==> src/rtl/tbeq_pkg.sv <==
`timescale 1ns / 1ps
// Shared types and constants for the three-band stereo equaliser.
// Used by tbeq_lane, tbeq_merge and three_band_stereo_equalizer; no dependencies.

package tbeq_pkg;

    // Sample format and internal headroom
    localparam int SAMPLE_BITS  = 24;
    localparam int ROUND_BITS   = 8;
    localparam int INNER_BITS   = SAMPLE_BITS + ROUND_BITS;
    localparam int FRAC_BITS    = 16;

    // Configuration register map
    localparam int NUM_REGS     = 7;
    localparam int REG_IDX_BITS = 3;

    localparam logic [REG_IDX_BITS-1:0] REG_LOW_COEF       = 3'd0;
    localparam logic [REG_IDX_BITS-1:0] REG_LOW_HALF_GAIN  = 3'd1;
    localparam logic [REG_IDX_BITS-1:0] REG_HIGH_COEF      = 3'd2;
    localparam logic [REG_IDX_BITS-1:0] REG_HIGH_HALF_GAIN = 3'd3;
    localparam logic [REG_IDX_BITS-1:0] REG_MID_COEF       = 3'd4;
    localparam logic [REG_IDX_BITS-1:0] REG_MID_CENTER     = 3'd5;
    localparam logic [REG_IDX_BITS-1:0] REG_MID_HALF_GAIN  = 3'd6;

    typedef struct packed {
        logic signed [SAMPLE_BITS-1:0] left_sample;
        logic signed [SAMPLE_BITS-1:0] right_sample;
    } in_beat_t;

    typedef struct packed {
        logic signed [SAMPLE_BITS-1:0] left_result;
        logic signed [SAMPLE_BITS-1:0] right_result;
        logic                          clipped;
    } out_beat_t;

    // Lane status towards the merge stage
    typedef struct packed {
        logic idle;
        logic done;
    } lane_stat_t;

endpackage

==> src/rtl/tbeq_merge.sv <==
`timescale 1ns / 1ps
// Merge stage: rounds both lane results to sample width, saturates, ORs the
// clip flags and holds the output beat. Depends on tbeq_pkg.

module tbeq_merge (
    input  logic                                    clk,
    input  logic                                    rst_n,
    input  tbeq_pkg::lane_stat_t                    left_stat,
    input  tbeq_pkg::lane_stat_t                    right_stat,
    input  logic signed [tbeq_pkg::INNER_BITS-1:0]  left_value,
    input  logic signed [tbeq_pkg::INNER_BITS-1:0]  right_value,
    input  logic                                    out_stall,
    output logic                                    take,
    output logic                                    out_valid,
    output tbeq_pkg::out_beat_t                     out_data
);
    import tbeq_pkg::*;

    localparam int W = INNER_BITS;
    localparam int S = SAMPLE_BITS;
    localparam logic signed [W:0] HALF_LSB =
        {{(W+1-ROUND_BITS){1'b0}}, 1'b1, {(ROUND_BITS-1){1'b0}}};

    // returns {clip, result}
    function automatic logic [S:0] round_sat(input logic signed [W-1:0] v);
        logic signed [W:0] sum;
        logic        [S:0] q;
        logic              clip;
        sum  = {v[W-1], v} + HALF_LSB;
        q    = sum[W:ROUND_BITS];
        clip = q[S] ^ q[S-1];
        if (clip)
            return {1'b1, q[S], {(S-1){~q[S]}}};
        return {1'b0, q[S-1:0]};
    endfunction

    logic [S:0]  left_rs, right_rs;
    logic        valid_reg, valid_next;
    out_beat_t   data_reg, data_next;

    assign left_rs  = round_sat(left_value);
    assign right_rs = round_sat(right_value);
    assign take     = left_stat.done && right_stat.done && (!valid_reg || !out_stall);

    always_comb
    begin
        valid_next = valid_reg;
        data_next  = data_reg;
        if (take)
        begin
            valid_next             = 1'b1;
            data_next.left_result  = left_rs[S-1:0];
            data_next.right_result = right_rs[S-1:0];
            data_next.clipped      = left_rs[S] | right_rs[S];
        end
        else if (!out_stall)
            valid_next = 1'b0;
    end

    always_ff @(posedge clk or negedge rst_n)
    begin
        if (!rst_n)
            valid_reg <= 1'b0;
        else
            valid_reg <= valid_next;
    end

    always_ff @(posedge clk)
    begin
        data_reg <= data_next;
    end

    assign out_valid = valid_reg;
    assign out_data  = data_reg;

endmodule

==> config.mk <==
export PLATFORM = sky130hd
export DESIGN_NAME = tbeq_merge
export DESIGN_NICKNAME = d
export VERILOG_FILES = /design/src/rtl/tbeq_pkg.sv /design/src/rtl/tbeq_merge.sv
export SDC_FILE = /design/constraint.sdc
export NUM_CORES = 1
export LEC_CHECK = 0
export ABC_CLOCK_PERIOD_IN_PS = 6750
export BUFFER_PORTS_ARGS = -buffer_cell sky130_fd_sc_hd__buf_2
export CAP_MARGIN = 20
export CORE_AREA = 3 3 80 82
export CTS_CLUSTER_SIZE = 12
export DETAILED_ROUTE_END_ITERATION = 7
export DIE_AREA = 0 0 83 85
export MAX_ROUTING_LAYER = met4
export PLACE_DENSITY = 0.84
export SYNTH_ARGS = -nofsm -noshare
export SYNTH_HDL_FRONTEND = slang
export SYNTH_SLANG_ARGS = --single-unit
==> constraint.sdc <==
create_clock -name clk -period 6.75 [get_ports clk]
set_input_delay 1.35 -clock clk [delete_from_list [all_inputs] [get_ports clk]]
set_output_delay 1.35 -clock clk [all_outputs]
set_load 0.01 [all_outputs]
# ---- Word-level counts from Yosys, hierarchy flattened
# Cells that the tools add are included.
dict set report totals {
  out_inout_bits 51
  in_bits 71
  register_bits 50
  elab_cells 25
}
dict set report classes {
  reduce_logical 5
  add_sub_neg 2
  n_bitwise 5
  n_mux 8
  n_eq_ne 1
}
# operator n
set ops {}
lappend ops {{25-bit 2-to-1 mux} 4}
lappend ops {{32-bit by 9-bit adder with 33-bit output, second input constant} 2}
lappend ops {{1-bit 2-to-1 mux} 4}
lappend ops {{1-bit logical AND} 2}
lappend ops {{1-bit zero test} 2}
lappend ops {{2-bit by 1-bit inequality test with 1-bit output, second input constant} 1}
lappend ops {{1-bit inverter} 2}
lappend ops {{1-bit bitwise XOR} 2}
lappend ops {{1-bit logical OR} 1}
lappend ops {{1-bit OR} 1}

# ---- Logic depth before layout (Yosys ltp)
dict set report depth {
  word_depth 5
  depth_mapped 11
  ltp_nobuf 9
}

# ---- Worst setup path before layout
# OpenSTA, ideal clock, no wires.
dict set report synth_timing {
  kind {input -> output}
  from {input left_stat[0] in the netlist's numbering}
  to {output take}
  required_time_ps 5400
  setup_slack_ps 1451
  t_arrival_ps 3949
  cell_stages 2
  n_path_buf 0
  path_cell_list {nand2_1 -> a21oi_1}
}
dict set report synth_via {
  elab_chain_len 2
}
# item line_no
set synth_rtl {}
lappend synth_rtl {{start: declaration} tbeq_merge.sv:8} ;# input tbeq_pkg::lane_stat_t left_stat,
lappend synth_rtl {{1-bit logical AND (2 in series)} tbeq_merge.sv:43} ;# assign take = left_stat.done && right_stat.done && (!valid_reg || !out_stall);
lappend synth_rtl {{end: declaration} tbeq_merge.sv:13} ;# output logic take,
# Every way passes these cells.

# ---- Final worst setup path
dict set report layout_timing {
  from {input right_value[19] in the netlist's numbering}
  to {register data_reg, in the netlist out_data[6] (data pin)}
}
dict set report layout_via {
  elab_chain_len 4
  word_cells_on_any_way 6
  classes_between {1 x add/sub; 3 x mux; 2 x bitwise}
}
# item line_no
set layout_rtl {}
lappend layout_rtl {{start: declaration} tbeq_merge.sv:11} ;# input logic signed [tbeq_pkg::INNER_BITS-1:0] right_value,
lappend layout_rtl {{32-bit by 9-bit adder with 33-bit output *} tbeq_merge.sv:29} ;# sum = {v[W-1], v} + HALF_LSB;
lappend layout_rtl {{1-bit bitwise XOR / 1-bit inverter (equally long branches)} {tbeq_merge.sv:31, tbeq_merge.sv:33}}
lappend layout_rtl {{1-bit 2-to-1 mux / 25-bit 2-to-1 mux (equally long branches)} tbeq_merge.sv:32} ;# if (clip)
lappend layout_rtl {{25-bit 2-to-1 mux *} tbeq_merge.sv:34} ;# return {1'b0, q[S-1:0]};
lappend layout_rtl {{named net right_rs[5]} tbeq_merge.sv:37} ;# logic [S:0] left_rs, right_rs;
lappend layout_rtl {{end signal: assignment} tbeq_merge.sv:70} ;# data_reg <= data_next;
lappend layout_rtl {{end: declaration} tbeq_merge.sv:39} ;# out_beat_t data_reg, data_next;
# The timed path passes the listed nets; every way through them passes the cells marked *. The select of a mux whose other input is x is not followed.
# A chain may end at the register's enable or synchronous reset.

==> reports/summary.txt <==
status: finished, final reports clean
Die ar.: 7060 um2
setup TNS: 0 ns
crit end category: register
Tmin final: 4.22 ns
Max-Cap Viols: 0
Die W: 83 um
Antenna Diode Count: 0
Final #Nets: 448
CTS sink cnt: 50
xor/xnor cell area share of the yosys netlist: 12.4%
io pins: 122
VDD IR-drop max: 0.108 mV
Post-Synthesis Cells: 268
Core Footprint: 5820 um2
Mapped Area: 2980 um2
post-synthesis mux area share: 0%
wire per inst: 15.4 um
CP Max Fanout: 28
DRT iter0 DRCs: 114
#FFs+latches synth: 50
global-route wire length before repair: 11400 um
Required @ worst endpoint: 6.80 ns
Rows: 28
Die Span Y: 85 um
cts bufs inserted: 5
crit path DAT: 4.27 ns
Worst path max stage delay: 0.80 ns
HPWL Detailed: 5190 um
post-CTS setup buffers: 0
number of global-route vias before repair: 2462
area share of fa/ha/maj cells after synthesis: 2.52%
Final ANT Viol Nets: 0
met3 routed WL: 249 um
PortBufs: 105
fillers: 506
Final Hold Fails: 0
clk_lat worst skew: 0.30 ns
Synth Area in Compound Gates: 13.4%
most frequent CP cell: nand2_1
Via density: 5.49
top_reg_cell synth: edfxtp_1
clock slew at reported path FFs: 0.10 ns
FMAX: 237 MHz
CTS tree: yes
YS warnings: 0
Initial Util: 51.2%
Synth Area in Simple Gates: 18.4%
critical path class: in -> reg
Syn-to-layout area delta: 23.6%
Cell Pwr Density: 195 nW/um2
fin crit share: 62.6%
worst hold path type: reg -> reg
slew at the pin with the worst max-slew slack: 0.785 ns
DRT met1 WL: 2820 um
Pre-antenna DRT Iters: 4
P_leak: 1.43 nW
Seq/Total Area, Yosys: 50.3%
CTS-repair resized insts: 0
Post-synth ARST share: 2.00%
layout cells sized above 1: 34.4%
Netlist cell types: 37
largest family of logic cells by synthesized area: simple AND/OR/NAND/NOR gates
top post-synthesis cells by area: edfxtp_1, xnor2_1, xor2_1
Clock Path Buffers: 2
Final Max Tran Viols: 0
relative slew slack: 47.7%
total number of vias: 2456
Post-Syn Nets: 345
gr usage total: 20.1%
number of setup violations in the final report: 0
Finished Core Util: 63.2%
Synth area leader: edfxtp_1
Final Skew: 0.00767 ns
Root Buffer: clkbuf_8
initial antenna violation count: 0
RSZ-0062 raised after global routing: no
Mean Syn Cell Area: 11.1 um2
highest routed metal layer: met4
cts hold-fix bufs: 0
Startpoint Class: primary input
area share of the largest cell type after synthesis: 49.5%
slowest CP cell: ha_1
met2 wire length: 3680 um
Total Wirelength: 6900 um
gpl congestion: 0.808
GR Overflow Total: 0
largest net degree at the start of global routing: 51
worst-path cell chain: buf_2 > nand4_1 > nor4_2 > nand2_1 > or2_2 > xnor2_1 > ha_1 > nand2_1 > o21a_1
CTS HTree Levels: 2
number of synthesized flops with an enable pin: 49
Residual DRC: 0
critical path, delay by kind of cell:
kind / cells / cell delay (ns)
buffers and inverters: 1 / 0.14
xor gates and xnor gates: 1 / 0.14
adders and majority gates: 1 / 0.80
and+or+nand+nor: 5 / 1.54
AOI/OAI and AO/OA: 1 / 0.28
stage by stage:
step	cells	total power, mW	hold slack, ns	area [um2]	worst slack (ns)
floorplan	268	0.455	0.517	2980	1.45
global route	447	0.755	0.597	3680	2.25
detailed placement	439	0.512	0.547	3560	2.22
finish	447	0.718	0.561	3680	2.53
CTS	447	0.725	0.569	3680	2.53
global placement	439	0.507	0.520	3560	2.27
cell usage after synthesis (2+ instances only):
| master | instances |
|---|---|
| edfxtp_1 | 49 |
| xnor2_1 | 26 |
| nand2_1 | 21 |
| o21a_1 | 18 |
| a21boi_1 | 16 |
| xor2_1 | 16 |
| nand3_1 | 14 |
| nand4_1 | 14 |
| inv_1 | 11 |
| nor2_1 | 11 |
| nor3_1 | 8 |
| o21ai_0 | 8 |
| clkbuf_1 | 6 |
| ha_1 | 6 |
| a21oi_1 | 5 |
| and4_1 | 5 |
| nor4_1 | 4 |
| or2_2 | 4 |
| and3_1 | 3 |
| buf_2 | 3 |
| a31o_2 | 2 |
| a31oi_1 | 2 |
| nand2b_1 | 2 |
state kept, by name, indices dropped and copies added, names as in the netlist:
name,cells
out_valid,1
out_data,49
cell families (layout without fill, tap and decap cells):
logic type,after synthesis,after routing
AO/OA/AOI/OAI,54,54
AND/OR/NAND/NOR,95,95
adder cells (fa/ha/maj),6,6
flip-flops,50,50
buffers and inverters,21,125
XOR/XNOR,42,42
per-layer routing:
| metal | vias up | track usage [%] |
|---|---|---|
| li1 | 1197 | - |
| met1 | 1173 | 23.5 |
| met2 | 74 | 35.2 |
| met3 | 12 | 3.69 |
| met4 | 0 | 6.24 |
| met5 | - | - |
cells in the final DEF (no fill, tap or decap), drive strengths merged, types with 2 or more instances in the layout:
cell type	n
a21boi	16
a21oi	5
a31o	2
a31oi	3
and3	3
and4	5
buf	106
clkbuf	5
edfxtp	49
ha	6
inv	12
nand2	22
nand2b	2
nand3	14
nand4	15
nor2	11
nor3	9
nor4	6
o21a	18
o21ai	8
or2	4
xnor2	26
xor2	16
layout make-up:
type / instances / area (um2) / area share [%]
flip-flops and latches: 50 / 1500 / 40.7
multi-input cells: 197 / 1400 / 38.1
clock buffers: 5 / 68.8 / 1.87
inverters: 11 / 41.3 / 1.12
repair buffers: 106 / 533 / 14.5
clock inverters: 3 / 43.8 / 1.19
well taps: 75 / 93.8 / 2.55
worst paths after layout:
path                            startpoint            to  slack, ns  cells past startpoint
min                              out_valid     out_valid       0.56                      2
max in group asynchronous            rst_n     out_valid       5.86                      1
max                        right_value[19]   out_data[6]       2.53                      9
min reg2reg                      out_valid     out_valid       0.56                      2
min in group asynchronous            rst_n     out_valid       0.80                      1
max reg2reg                      out_valid  out_data[26]       5.28                      2
power breakdown:
| part | switching (mW) | total (mW) | leakage, nW | internal, mW |
|---|---|---|---|---|
| registers | 0.00442 | 0.371 | 0.466 | 0.367 |
| clock network | 0.102 | 0.213 | 0.0585 | 0.111 |
| logic | 0.0790 | 0.134 | 0.901 | 0.0554 |
| total | 0.185 | 0.718 | 1.43 | 0.533 |
Power figures use the tool's default switching activity.
