==> src/rtl/tbeq_pkg.sv <==
`timescale 1ns / 1ps
// Shared types and constants for the three-band stereo equaliser.
// Used by tbeq_lane, tbeq_merge and three_band_stereo_equalizer; no dependencies.

package tbeq_pkg;

    // Sample format and internal headroom
    localparam int SAMPLE_BITS  = 24;
    localparam int ROUND_BITS   = 8;
    localparam int INNER_BITS   = SAMPLE_BITS + ROUND_BITS;
    localparam int FRAC_BITS    = 16;

    // Configuration register map
    localparam int NUM_REGS     = 7;
    localparam int REG_IDX_BITS = 3;

    localparam logic [REG_IDX_BITS-1:0] REG_LOW_COEF       = 3'd0;
    localparam logic [REG_IDX_BITS-1:0] REG_LOW_HALF_GAIN  = 3'd1;
    localparam logic [REG_IDX_BITS-1:0] REG_HIGH_COEF      = 3'd2;
    localparam logic [REG_IDX_BITS-1:0] REG_HIGH_HALF_GAIN = 3'd3;
    localparam logic [REG_IDX_BITS-1:0] REG_MID_COEF       = 3'd4;
    localparam logic [REG_IDX_BITS-1:0] REG_MID_CENTER     = 3'd5;
    localparam logic [REG_IDX_BITS-1:0] REG_MID_HALF_GAIN  = 3'd6;

    typedef struct packed {
        logic signed [SAMPLE_BITS-1:0] left_sample;
        logic signed [SAMPLE_BITS-1:0] right_sample;
    } in_beat_t;

    typedef struct packed {
        logic signed [SAMPLE_BITS-1:0] left_result;
        logic signed [SAMPLE_BITS-1:0] right_result;
        logic                          clipped;
    } out_beat_t;

    // Lane status towards the merge stage
    typedef struct packed {
        logic idle;
        logic done;
    } lane_stat_t;

endpackage

==> src/rtl/tbeq_lane.sv <==
`timescale 1ns / 1ps
// One channel of the equaliser: low shelf, high shelf, peak, sequenced
// over a single shared multiplier. Depends on tbeq_pkg.

module tbeq_lane #(
    parameter int COEF_BITS = 20
) (
    input  logic                                              clk,
    input  logic                                              rst_n,
    input  logic                                              start,
    input  logic signed [tbeq_pkg::SAMPLE_BITS-1:0]           sample,
    input  logic [tbeq_pkg::NUM_REGS-1:0][COEF_BITS-1:0]      coef,
    input  logic                                              take,
    output tbeq_pkg::lane_stat_t                              stat,
    output logic signed [tbeq_pkg::INNER_BITS-1:0]            value
);
    import tbeq_pkg::*;

    localparam int W  = INNER_BITS;
    localparam int AW = W + 1;
    localparam int KW = COEF_BITS + 2;
    localparam int PW = AW + KW;
    localparam int UNITY = 1 << FRAC_BITS;
    localparam int STEP_BITS = 5;

    localparam logic signed [PW-1:0] W_MAX = {{(PW-W+1){1'b0}}, {(W-1){1'b1}}};
    localparam logic signed [PW-1:0] W_MIN = {{(PW-W+1){1'b1}}, {(W-1){1'b0}}};
    localparam logic signed [PW-1:0] ROUND_HALF =
        {{(PW-FRAC_BITS){1'b0}}, 1'b1, {(FRAC_BITS-1){1'b0}}};

    // Sequencer steps
    localparam logic [STEP_BITS-1:0] L_MUL_S  = 5'd0;
    localparam logic [STEP_BITS-1:0] L_U      = 5'd1;
    localparam logic [STEP_BITS-1:0] L_MUL_U  = 5'd2;
    localparam logic [STEP_BITS-1:0] L_AP     = 5'd3;
    localparam logic [STEP_BITS-1:0] L_OP     = 5'd4;
    localparam logic [STEP_BITS-1:0] L_MUL_H  = 5'd5;
    localparam logic [STEP_BITS-1:0] L_OUT    = 5'd6;
    localparam logic [STEP_BITS-1:0] H_MUL_S  = 5'd7;
    localparam logic [STEP_BITS-1:0] H_U      = 5'd8;
    localparam logic [STEP_BITS-1:0] H_MUL_U  = 5'd9;
    localparam logic [STEP_BITS-1:0] H_AP     = 5'd10;
    localparam logic [STEP_BITS-1:0] H_OP     = 5'd11;
    localparam logic [STEP_BITS-1:0] H_MUL_H  = 5'd12;
    localparam logic [STEP_BITS-1:0] H_OUT    = 5'd13;
    localparam logic [STEP_BITS-1:0] P_K      = 5'd14;
    localparam logic [STEP_BITS-1:0] P_MUL_S1 = 5'd15;
    localparam logic [STEP_BITS-1:0] P_MUL_D  = 5'd16;
    localparam logic [STEP_BITS-1:0] P_MUL_S2 = 5'd17;
    localparam logic [STEP_BITS-1:0] P_XM     = 5'd18;
    localparam logic [STEP_BITS-1:0] P_U      = 5'd19;
    localparam logic [STEP_BITS-1:0] P_MUL_U  = 5'd20;
    localparam logic [STEP_BITS-1:0] P_MS     = 5'd21;
    localparam logic [STEP_BITS-1:0] P_AP     = 5'd22;
    localparam logic [STEP_BITS-1:0] P_OP     = 5'd23;
    localparam logic [STEP_BITS-1:0] P_MUL_H  = 5'd24;
    localparam logic [STEP_BITS-1:0] P_OUT    = 5'd25;

    typedef enum logic [2:0] {
        LANE_IDLE = 3'b001,
        LANE_RUN  = 3'b010,
        LANE_DONE = 3'b100
    } lane_state_t;

    function automatic logic signed [W-1:0] sat_w(input logic signed [PW-1:0] v);
        logic signed [W-1:0] r;
        if (v > W_MAX)
            r = W_MAX[W-1:0];
        else if (v < W_MIN)
            r = W_MIN[W-1:0];
        else
            r = v[W-1:0];
        return r;
    endfunction

    function automatic logic signed [PW-1:0] sxw(input logic signed [W-1:0] v);
        return {{(PW-W){v[W-1]}}, v};
    endfunction

    function automatic logic signed [PW-1:0] sxa(input logic signed [AW-1:0] v);
        return {{(PW-AW){v[AW-1]}}, v};
    endfunction

    function automatic logic signed [AW-1:0] ext_a(input logic signed [W-1:0] v);
        return {v[W-1], v};
    endfunction

    function automatic logic signed [KW-1:0] ext_k(input logic [COEF_BITS-1:0] v);
        return {{2{v[COEF_BITS-1]}}, v};
    endfunction

    lane_state_t              state_reg, state_next;
    logic [STEP_BITS-1:0]     step_reg, step_next;
    logic signed [W-1:0]      x_reg, x_next;
    logic signed [W-1:0]      u_reg, u_next;
    logic signed [W-1:0]      ap_reg, ap_next;
    logic signed [W-1:0]      t_reg, t_next;
    logic signed [W-1:0]      m_reg, m_next;
    logic signed [AW-1:0]     op_reg, op_next;
    logic signed [KW-1:0]     k_reg, k_next;
    logic signed [W-1:0]      low_s_reg, low_s_next;
    logic signed [W-1:0]      high_s_reg, high_s_next;
    logic signed [W-1:0]      p1_reg, p1_next;
    logic signed [W-1:0]      p2_reg, p2_next;

    logic signed [KW-1:0]     lc, lh, hc, hh, mc, md, mh;
    logic signed [AW-1:0]     mul_a;
    logic signed [KW-1:0]     mul_k;
    logic signed [PW-1:0]     prod;
    logic signed [PW-1:0]     rnd;
    logic signed [W-1:0]      mul_res;

    assign lc = ext_k(coef[REG_LOW_COEF]);
    assign lh = ext_k(coef[REG_LOW_HALF_GAIN]);
    assign hc = ext_k(coef[REG_HIGH_COEF]);
    assign hh = ext_k(coef[REG_HIGH_HALF_GAIN]);
    assign mc = ext_k(coef[REG_MID_COEF]);
    assign md = ext_k(coef[REG_MID_CENTER]);
    assign mh = ext_k(coef[REG_MID_HALF_GAIN]);

    // Shared multiplier operand select
    always_comb
    begin
        mul_a = '0;
        mul_k = '0;
        case (step_reg)
            L_MUL_S:  begin mul_a = ext_a(low_s_reg);  mul_k = lc;    end
            L_MUL_U:  begin mul_a = ext_a(u_reg);      mul_k = lc;    end
            L_MUL_H:  begin mul_a = op_reg;            mul_k = lh;    end
            H_MUL_S:  begin mul_a = ext_a(high_s_reg); mul_k = hc;    end
            H_MUL_U:  begin mul_a = ext_a(u_reg);      mul_k = hc;    end
            H_MUL_H:  begin mul_a = op_reg;            mul_k = hh;    end
            P_MUL_S1: begin mul_a = ext_a(p1_reg);     mul_k = k_reg; end
            P_MUL_D:  begin mul_a = ext_a(t_reg);      mul_k = md;    end
            P_MUL_S2: begin mul_a = ext_a(p2_reg);     mul_k = mc;    end
            P_MUL_U:  begin mul_a = ext_a(u_reg);      mul_k = mc;    end
            P_MUL_H:  begin mul_a = op_reg;            mul_k = mh;    end
            default:  ;
        endcase
    end

    // Q3.16 product, round half up, saturate
    assign prod    = mul_a * mul_k;
    assign rnd     = (prod + ROUND_HALF) >>> FRAC_BITS;
    assign mul_res = sat_w(rnd);

    always_comb
    begin
        state_next  = state_reg;
        step_next   = step_reg;
        x_next      = x_reg;
        u_next      = u_reg;
        ap_next     = ap_reg;
        t_next      = t_reg;
        m_next      = m_reg;
        op_next     = op_reg;
        k_next      = k_reg;
        low_s_next  = low_s_reg;
        high_s_next = high_s_reg;
        p1_next     = p1_reg;
        p2_next     = p2_reg;
        case (state_reg)
            LANE_IDLE:
            begin
                if (start)
                begin
                    x_next     = {sample, {ROUND_BITS{1'b0}}};
                    step_next  = '0;
                    state_next = LANE_RUN;
                end
            end
            LANE_RUN:
            begin
                step_next = step_reg + STEP_BITS'(1);
                case (step_reg)
                    L_MUL_S, L_MUL_U, L_MUL_H, H_MUL_S, H_MUL_U, H_MUL_H,
                    P_MUL_S1, P_MUL_S2, P_MUL_U, P_MUL_H:
                        t_next = mul_res;
                    L_U, H_U:
                        u_next = sat_w(sxw(x_reg) - sxw(t_reg));
                    L_AP:
                    begin
                        ap_next    = sat_w(sxw(t_reg) + sxw(low_s_reg));
                        low_s_next = u_reg;
                    end
                    H_AP:
                    begin
                        ap_next     = sat_w(sxw(t_reg) + sxw(high_s_reg));
                        high_s_next = u_reg;
                    end
                    L_OP:
                        op_next = ext_a(x_reg) + ext_a(ap_reg);
                    H_OP, P_OP:
                        op_next = ext_a(x_reg) - ext_a(ap_reg);
                    L_OUT, H_OUT:
                        x_next = sat_w(sxw(x_reg) + sxw(t_reg));
                    P_K:
                        k_next = KW'(UNITY) - mc;
                    P_MUL_D:
                        m_next = mul_res;
                    P_XM:
                        op_next = ext_a(x_reg) - ext_a(m_reg);
                    P_U:
                        u_next = sat_w(sxa(op_reg) + sxw(t_reg));
                    P_MS:
                        op_next = ext_a(m_reg) + ext_a(p2_reg);
                    P_AP:
                    begin
                        // delay line shifts before the new value goes in
                        ap_next = sat_w(sxa(op_reg) - sxw(t_reg));
                        p2_next = p1_reg;
                        p1_next = u_reg;
                    end
                    P_OUT:
                    begin
                        x_next     = sat_w(sxw(x_reg) + sxw(t_reg));
                        state_next = LANE_DONE;
                    end
                    default: ;
                endcase
            end
            LANE_DONE:
            begin
                if (take)
                    state_next = LANE_IDLE;
            end
            default:
                state_next = LANE_IDLE;
        endcase
    end

    always_ff @(posedge clk or negedge rst_n)
    begin
        if (!rst_n)
        begin
            state_reg  <= LANE_IDLE;
            step_reg   <= '0;
            low_s_reg  <= '0;
            high_s_reg <= '0;
            p1_reg     <= '0;
            p2_reg     <= '0;
        end
        else
        begin
            state_reg  <= state_next;
            step_reg   <= step_next;
            low_s_reg  <= low_s_next;
            high_s_reg <= high_s_next;
            p1_reg     <= p1_next;
            p2_reg     <= p2_next;
        end
    end

    always_ff @(posedge clk)
    begin
        x_reg  <= x_next;
        u_reg  <= u_next;
        ap_reg <= ap_next;
        t_reg  <= t_next;
        m_reg  <= m_next;
        op_reg <= op_next;
        k_reg  <= k_next;
    end

    assign stat.idle = (state_reg == LANE_IDLE);
    assign stat.done = (state_reg == LANE_DONE);
    assign value     = x_reg;

endmodule

==> config.mk <==
export PLATFORM = sky130hd
export DESIGN_NAME = tbeq_lane
export DESIGN_NICKNAME = d
export VERILOG_FILES = /design/src/rtl/tbeq_pkg.sv /design/src/rtl/tbeq_lane.sv
export SDC_FILE = /design/constraint.sdc
export NUM_CORES = 2
export LEC_CHECK = 0
export BUFFER_PORTS_ARGS = -buffer_cell sky130_fd_sc_hd__buf_2
export CAP_MARGIN = 0
export CORE_MARGIN = 3
export CORE_UTILIZATION = 55
export DETAILED_ROUTE_END_ITERATION = 7
export PLACE_DENSITY = 0.76
export SYNTH_ARGS = -nofsm -noshare
export SYNTH_HDL_FRONTEND = slang
export SYNTH_SLANG_ARGS = --single-unit
export TNS_END_PERCENT = 10
==> constraint.sdc <==
create_clock -name clk -period 16.1 [get_ports clk]
set_input_delay 3.22 -clock clk [delete_from_list [all_inputs] [get_ports clk]]
set_output_delay 3.22 -clock clk [all_outputs]
set_load 0.02 [all_outputs]
Word-level counts from Yosys, hierarchy flattened --
Index checks and enable logic that the tools add are counted.
Cells by class: mux-type cells 28, $add $sub $neg 13, reduce and logical (&&, ||, !) cells 26, magnitude comparators 14, multipliers 1, equal/unequal tests 32
Operator list (number):
- 2-to-1 mux 32 bit | 16
- case mux 33 bit (7 select lines) | 1
- case mux 22 bit (8 select lines) | 1
- adder 32 x 32 -> 33 bit | 5
- greater-than comparator 33 x 32 -> 1 bit (second input constant) | 4
- less-than comparator 33 x 32 -> 1 bit (second input constant) | 4
- case mux 33 bit (4 select lines) | 1
- case mux 32 bit (2 select lines) | 2
- subtractor 32 x 32 -> 33 bit | 3
- case mux 32 bit (3 select lines) | 1
- greater-than comparator 34 x 32 -> 1 bit (second input constant) | 2
- less-than comparator 34 x 32 -> 1 bit (second input constant) | 2
- adder 55 x 17 -> 55 bit (second input constant) | 1
- multiplier 33 x 22 -> 55 bit | 1
- equality test 5 bit (second input constant) | 10
- equality test 5 x 4 -> 1 bit (second input constant) | 8
- greater-than comparator 39 x 32 -> 1 bit (second input constant) | 1
- less-than comparator 39 x 32 -> 1 bit (second input constant) | 1
- adder 33 x 32 -> 34 bit | 1
- subtractor 33 x 32 -> 34 bit | 1
- subtractor 18 x 20 -> 21 bit (first input constant) | 1
- equality test 5 x 3 -> 1 bit (second input constant) | 4
- AND reduction 2 bit | 10
- equality test 5 x 2 -> 1 bit (second input constant) | 2
- other kinds (18) | 31
Storage, ports and cells: register bits 351, output and inout bits 34, word-level logic and storage cells 127, input bits 168

Logic depth before layout (Yosys ltp) --
depth in word-level cells 8, gate-level depth with buffers 39, depth with buffers taken out 35

Worst setup path after synthesis --
Ideal clock, no wire load.
path type input-to-reg, from input port coef[21] (netlist name), to register m_reg[21] (data pin), path buffers 2, setup time 271 ps, stages 30, data required time 15829 ps, arrival time 11538 ps, slack 4291 ps, cells stage by stage a222oi_1 > o211ai_1 > or2_2 > clkbuf_1 > nand2_1 > inv_1 > fa_1 > fa_1 > inv_1 > fa_1 > inv_1 > fa_1 > fa_1 > inv_1 > fa_1 > fa_1 > inv_1 > ha_1 > a21o_1 > a21o_1 > a21o_1 > a21o_1 > a21oi_1 > o21ba_2 > o21ai_1 > xor2_1 > or4_4 > o31ai_4 > buf_6 > o21ai_1
On the way: cells in the longest elaborated chain, start to end 6, elaborated cells between the ends (all ways) 7, those cells by class add/sub (1); mul (1); order compare (2); mux (3)
RTL lines:
- start, declared | line tbeq_lane.sv:12 | input logic [tbeq_pkg::NUM_REGS-1:0][COEF_BITS-1:0] coef,
- case mux 22 bit (8 select lines) (*) | line tbeq_lane.sv:126 | case (step_reg)
- multiplier 33 x 22 -> 55 bit (*) | line tbeq_lane.sv:143 | assign prod = mul_a * mul_k;
- adder 55 x 17 -> 55 bit (*) | line tbeq_lane.sv:144 | assign rnd = (prod + ROUND_HALF) >>> FRAC_BITS;
- less-than comparator 39 x 32 -> 1 bit | line tbeq_lane.sv:69 | else if (v < W_MIN)
- 2-to-1 mux 32 bit | line tbeq_lane.sv:69
- 2-to-1 mux 32 bit (*) | line tbeq_lane.sv:67 | if (v > W_MAX)
- via mul_res[21] | line tbeq_lane.sv:111 | logic signed [W-1:0] mul_res;
- end signal, assigned | line tbeq_lane.sv:260 | m_reg <= m_next;
- end, declared | line tbeq_lane.sv:98 | logic signed [W-1:0] m_reg, m_next;
Mark *: on every way through the listed nets, which the timed path passes. The rest lies on a longest branch. A chain may end at the register's enable or synchronous reset.

Final worst setup path --
from input port coef[139] (netlist name), to register t_reg[15] (data pin)
On the way: cells in the longest elaborated chain, start to end 6, elaborated cells between the ends (all ways) 7, those cells by class add/sub (1); mul (1); order compare (2); mux (3)
RTL lines:
- case mux 22 bit (8 select lines) (*) | line tbeq_lane.sv:126
- multiplier 33 x 22 -> 55 bit (*) | line tbeq_lane.sv:143
- adder 55 x 17 -> 55 bit (*) | line tbeq_lane.sv:144
- less-than comparator 39 x 32 -> 1 bit | line tbeq_lane.sv:69
- 2-to-1 mux 32 bit | line tbeq_lane.sv:69
- 2-to-1 mux 32 bit (*) | line tbeq_lane.sv:67
- via mul_res[15] | line tbeq_lane.sv:111
- end signal, assigned | line tbeq_lane.sv:259 | t_reg <= t_next;
- end, declared | line tbeq_lane.sv:97 | logic signed [W-1:0] t_reg, t_next;
Marks and branches as above.

==> results_dict.tcl <==
set metrics [dict create \
    cts_sinks 350 \
    synth_top_family_by_area "adder cells" \
    drt_first_pass_iters 8 \
    violations "antenna rules, DRC" \
    synth.avg_cell_area_sq_um 8.89 \
    drive_gt1_share_pct 9.29 \
    dp_hpwl_um 137000 \
    syn_nets 7421 \
    syn_to_final_growth_pct 7.28 \
    async_flop_share_pct 38.9 \
    netlist_area_sq_um 54300 \
    routed_wirelength_um 172000 \
    grt_max_degree 74 \
    cts_hold_buf 0 \
    clk_latency_ns 0.63 \
    worst_pin_slew_ns 1.34 \
    synth-simple-area-share_pct 14.5 \
    synth.top_cell.area_share_pct 26.9 \
    syn_inst 6107 \
    critPathCaptureType "flop" \
    hold_viol_final 0 \
    min_path_cells 1 \
    fillers 8468 \
    path_class "primary input to flop" \
    seq_area_frac_synth_pct 18.1 \
    synth-edff-count 214 \
    drc 7 \
    nets 7468 \
    cts.path.max_buffers 3 \
    fp.dieW_um 320 \
    critPathLaunchType "primary input" \
    routabilityCongestion 0.991 \
    largest_reg_flops 33 \
    initial_core_util_pct 55.8 \
    max_clock_freq_ghz 0.0725 \
    fin_worst_skew_ns 0.0534 \
    die_y_um 320 \
    synth.area.mux_share_pct 2.92 \
    grt_pass1_vias 46800 \
    clock-root-buffer "clkbuf_16" \
    layout_min_cycle_time_ns 13.79 \
    die-area_sq_um 103000 \
    antenna_left 1 \
    num_rows 114 \
    slowest_stage "a222oi_1" \
    worst_ep_arrival_time_ns 14.05 \
    globalRouteOverflowTotal 0 \
    crit_fanout 55 \
    io_pins 202 \
    viasPerCell 6.18 \
    cts_setup_buffers 0 \
    fin_crit_sh_pct 85.6 \
    hp-class "flop to flop" \
    timing.slew.headroom_pct 8.69 \
    synth_area_leader_cell "fa_1" \
    critPathMaxStageDelay_ns 1.04 \
    synth-compound-area-share_pct 14.9 \
    io_buffers 201 \
    ys_warn_count 0 \
    ctsResizeCount 0 \
    status "finished with violations" \
    synth.area.top_cells "fa_1 (27%), edfxtp_1 (12%), ha_1 (9.6%), inv_1 (6.5%), dfrtp_1 (6.2%)" \
    tns_ns 0 \
    place_inst 7384 \
    wl_per_cell_um 23.1 \
    grt_util_all_layers_pct 33.5 \
    synthXorXnorAreaFrac_pct 4.42 \
    crit_top_cell "fa_1" \
    maxCapViolations 0 \
    synth_fa_ha_area_share_pct 36.5 \
    fp.coreArea_sq_um 97300 \
    antenna_found_initial 0 \
    finalNonFillerCells 7471 \
    crit_required_ns 16.36 \
    synth_cell_types 95 \
    cts_tree "done" \
    drtIter0Drc 4710 \
    clk_pin_slew_ns 0.06 \
    grt_pass1_wl_um 266000 \
    rsz0062_at_grt "false" \
    num_vias 46200 \
    ys_ff_latch 350 \
    cts_made_buffers 44 \
    slew_violations 0 \
    finalSetupViolations 0 \
    ff2ff_path_depth 34 \
    h-tree-depth 2 \
    yosys_most_used_dff "edfxtp_1" \
]
## worst max-delay path: cells and delay by family
kind / cells / cell delay (ns)
xor+xnor: 1 / 0.12
fa+ha+maj: 8 / 3.95
compound gates: 10 / 3.89
simple gates: 6 / 1.69
buf+inv: 5 / 1.14
## cell usage in the layout, fill, tap and decap left out, types with 25 or more instances in the layout
cell / instances
a221oi_1: 36
and4_1: 33
edfxtp_1: 214
or3_1: 36
o21ai_1: 39
o21ai_0: 193
a21o_1: 116
a211oi_1: 34
nand4_1: 50
o22ai_1: 28
buf_4: 92
o31ai_1: 25
inv_1: 940
o21a_1: 37
a222oi_1: 69
nor2_1: 491
mux2_2: 133
nand2b_1: 53
xor2_1: 91
and2_1: 59
xnor2_1: 183
buf_2: 200
a22oi_1: 48
o21bai_1: 49
ha_1: 416
clkbuf_16: 45
a31oi_1: 30
fa_1: 729
nor3_1: 64
nor2b_1: 37
a21oi_1: 355
nand2_1: 712
nand3_1: 91
dfrtp_1: 135
## path summary, 6_finish.rpt
kind / start / to / slack, ns
worst max register to register: step_reg[0]$_DFFE_PN0P_ / t_reg[15]$_DFFE_PP_ / 3.56
min in group asynchronous: rst_n / p2_reg[0]$_DFFE_PN0P_ / 2.58
worst min-delay path: p1_reg[30]$_DFFE_PN0P_ / p1_reg[30]$_DFFE_PN0P_ / 0.53
worst max-delay path: coef[139] / t_reg[15]$_DFFE_PP_ / 2.31
worst min register to register: p1_reg[30]$_DFFE_PN0P_ / p1_reg[30]$_DFFE_PN0P_ / 0.53
max in group asynchronous: rst_n / p1_reg[31]$_DFFE_PN0P_ / 12.04
## cell type report
| type | instances | area [sq um] | area share, % |
|---|---|---|---|
| clock inverters | 19 | 277 | 0.475 |
| well taps | 1276 | 1600 | 2.74 |
| clock buffers | 63 | 1270 | 2.19 |
| flip-flops and latches | 350 | 9830 | 16.9 |
| multi-input cells | 4524 | 40000 | 68.7 |
| repair buffers | 293 | 1700 | 2.92 |
| inverters | 941 | 3530 | 6.06 |
| diodes | 5 | 12.5 | 0.0215 |
## cell families (layout without fill, tap and decap cells)
family          Yosys count  count (layout)
buf+inv                1233            1316
mux                     141             141
compound gates         1220            1220
fa+ha+maj              1146            1146
other cells               0               5
simple gates           1743            1743
flops                   350             350
xor+xnor                274             274
## through the flow
stage                     hold slack (ns)  utilization, %  setup slack [ns]  area [sq um]
after floorplan                     0.458               -              4.29         54300
after global placement              0.506            58.3              2.18         56700
after detailed placement            0.514            58.3              1.97         56700
after CTS                           0.530            59.9              2.59         58200
after global routing                0.549            59.9              1.95         58200
final                               0.531            59.9              2.31         58200
## cell usage after synthesis (28+ instances only)
cell type,count
and4_1,33
o21a_1,37
o21ai_1,39
nor2b_1,38
a211oi_1,35
a21oi_1,358
clkbuf_1,259
nor2_1,494
o22ai_1,28
fa_1,729
nand3_1,92
and2_1,60
o21bai_1,49
xor2_1,91
nand2_1,712
nand2b_1,53
xnor2_1,183
a31oi_1,31
o21ai_0,196
dfrtp_1,135
a22oi_1,48
a222oi_1,69
or3_1,36
a221oi_1,42
mux2_2,133
nor3_1,67
inv_1,940
edfxtp_1,214
nand4_1,50
a21o_1,116
ha_1,417
## routing by layer
metal	routed length [um]	up-vias	GRT usage (%)
li1	-	20500	-
met1	64500	22700	42.0
met2	80400	2418	54.7
met3	15300	615	5.91
met4	12100	0	19.9
met5	0	-	0
Power is left out: the tool's default activity adds up to more than one toggle a clock period on the data nets, which glitch-free logic cannot reach.
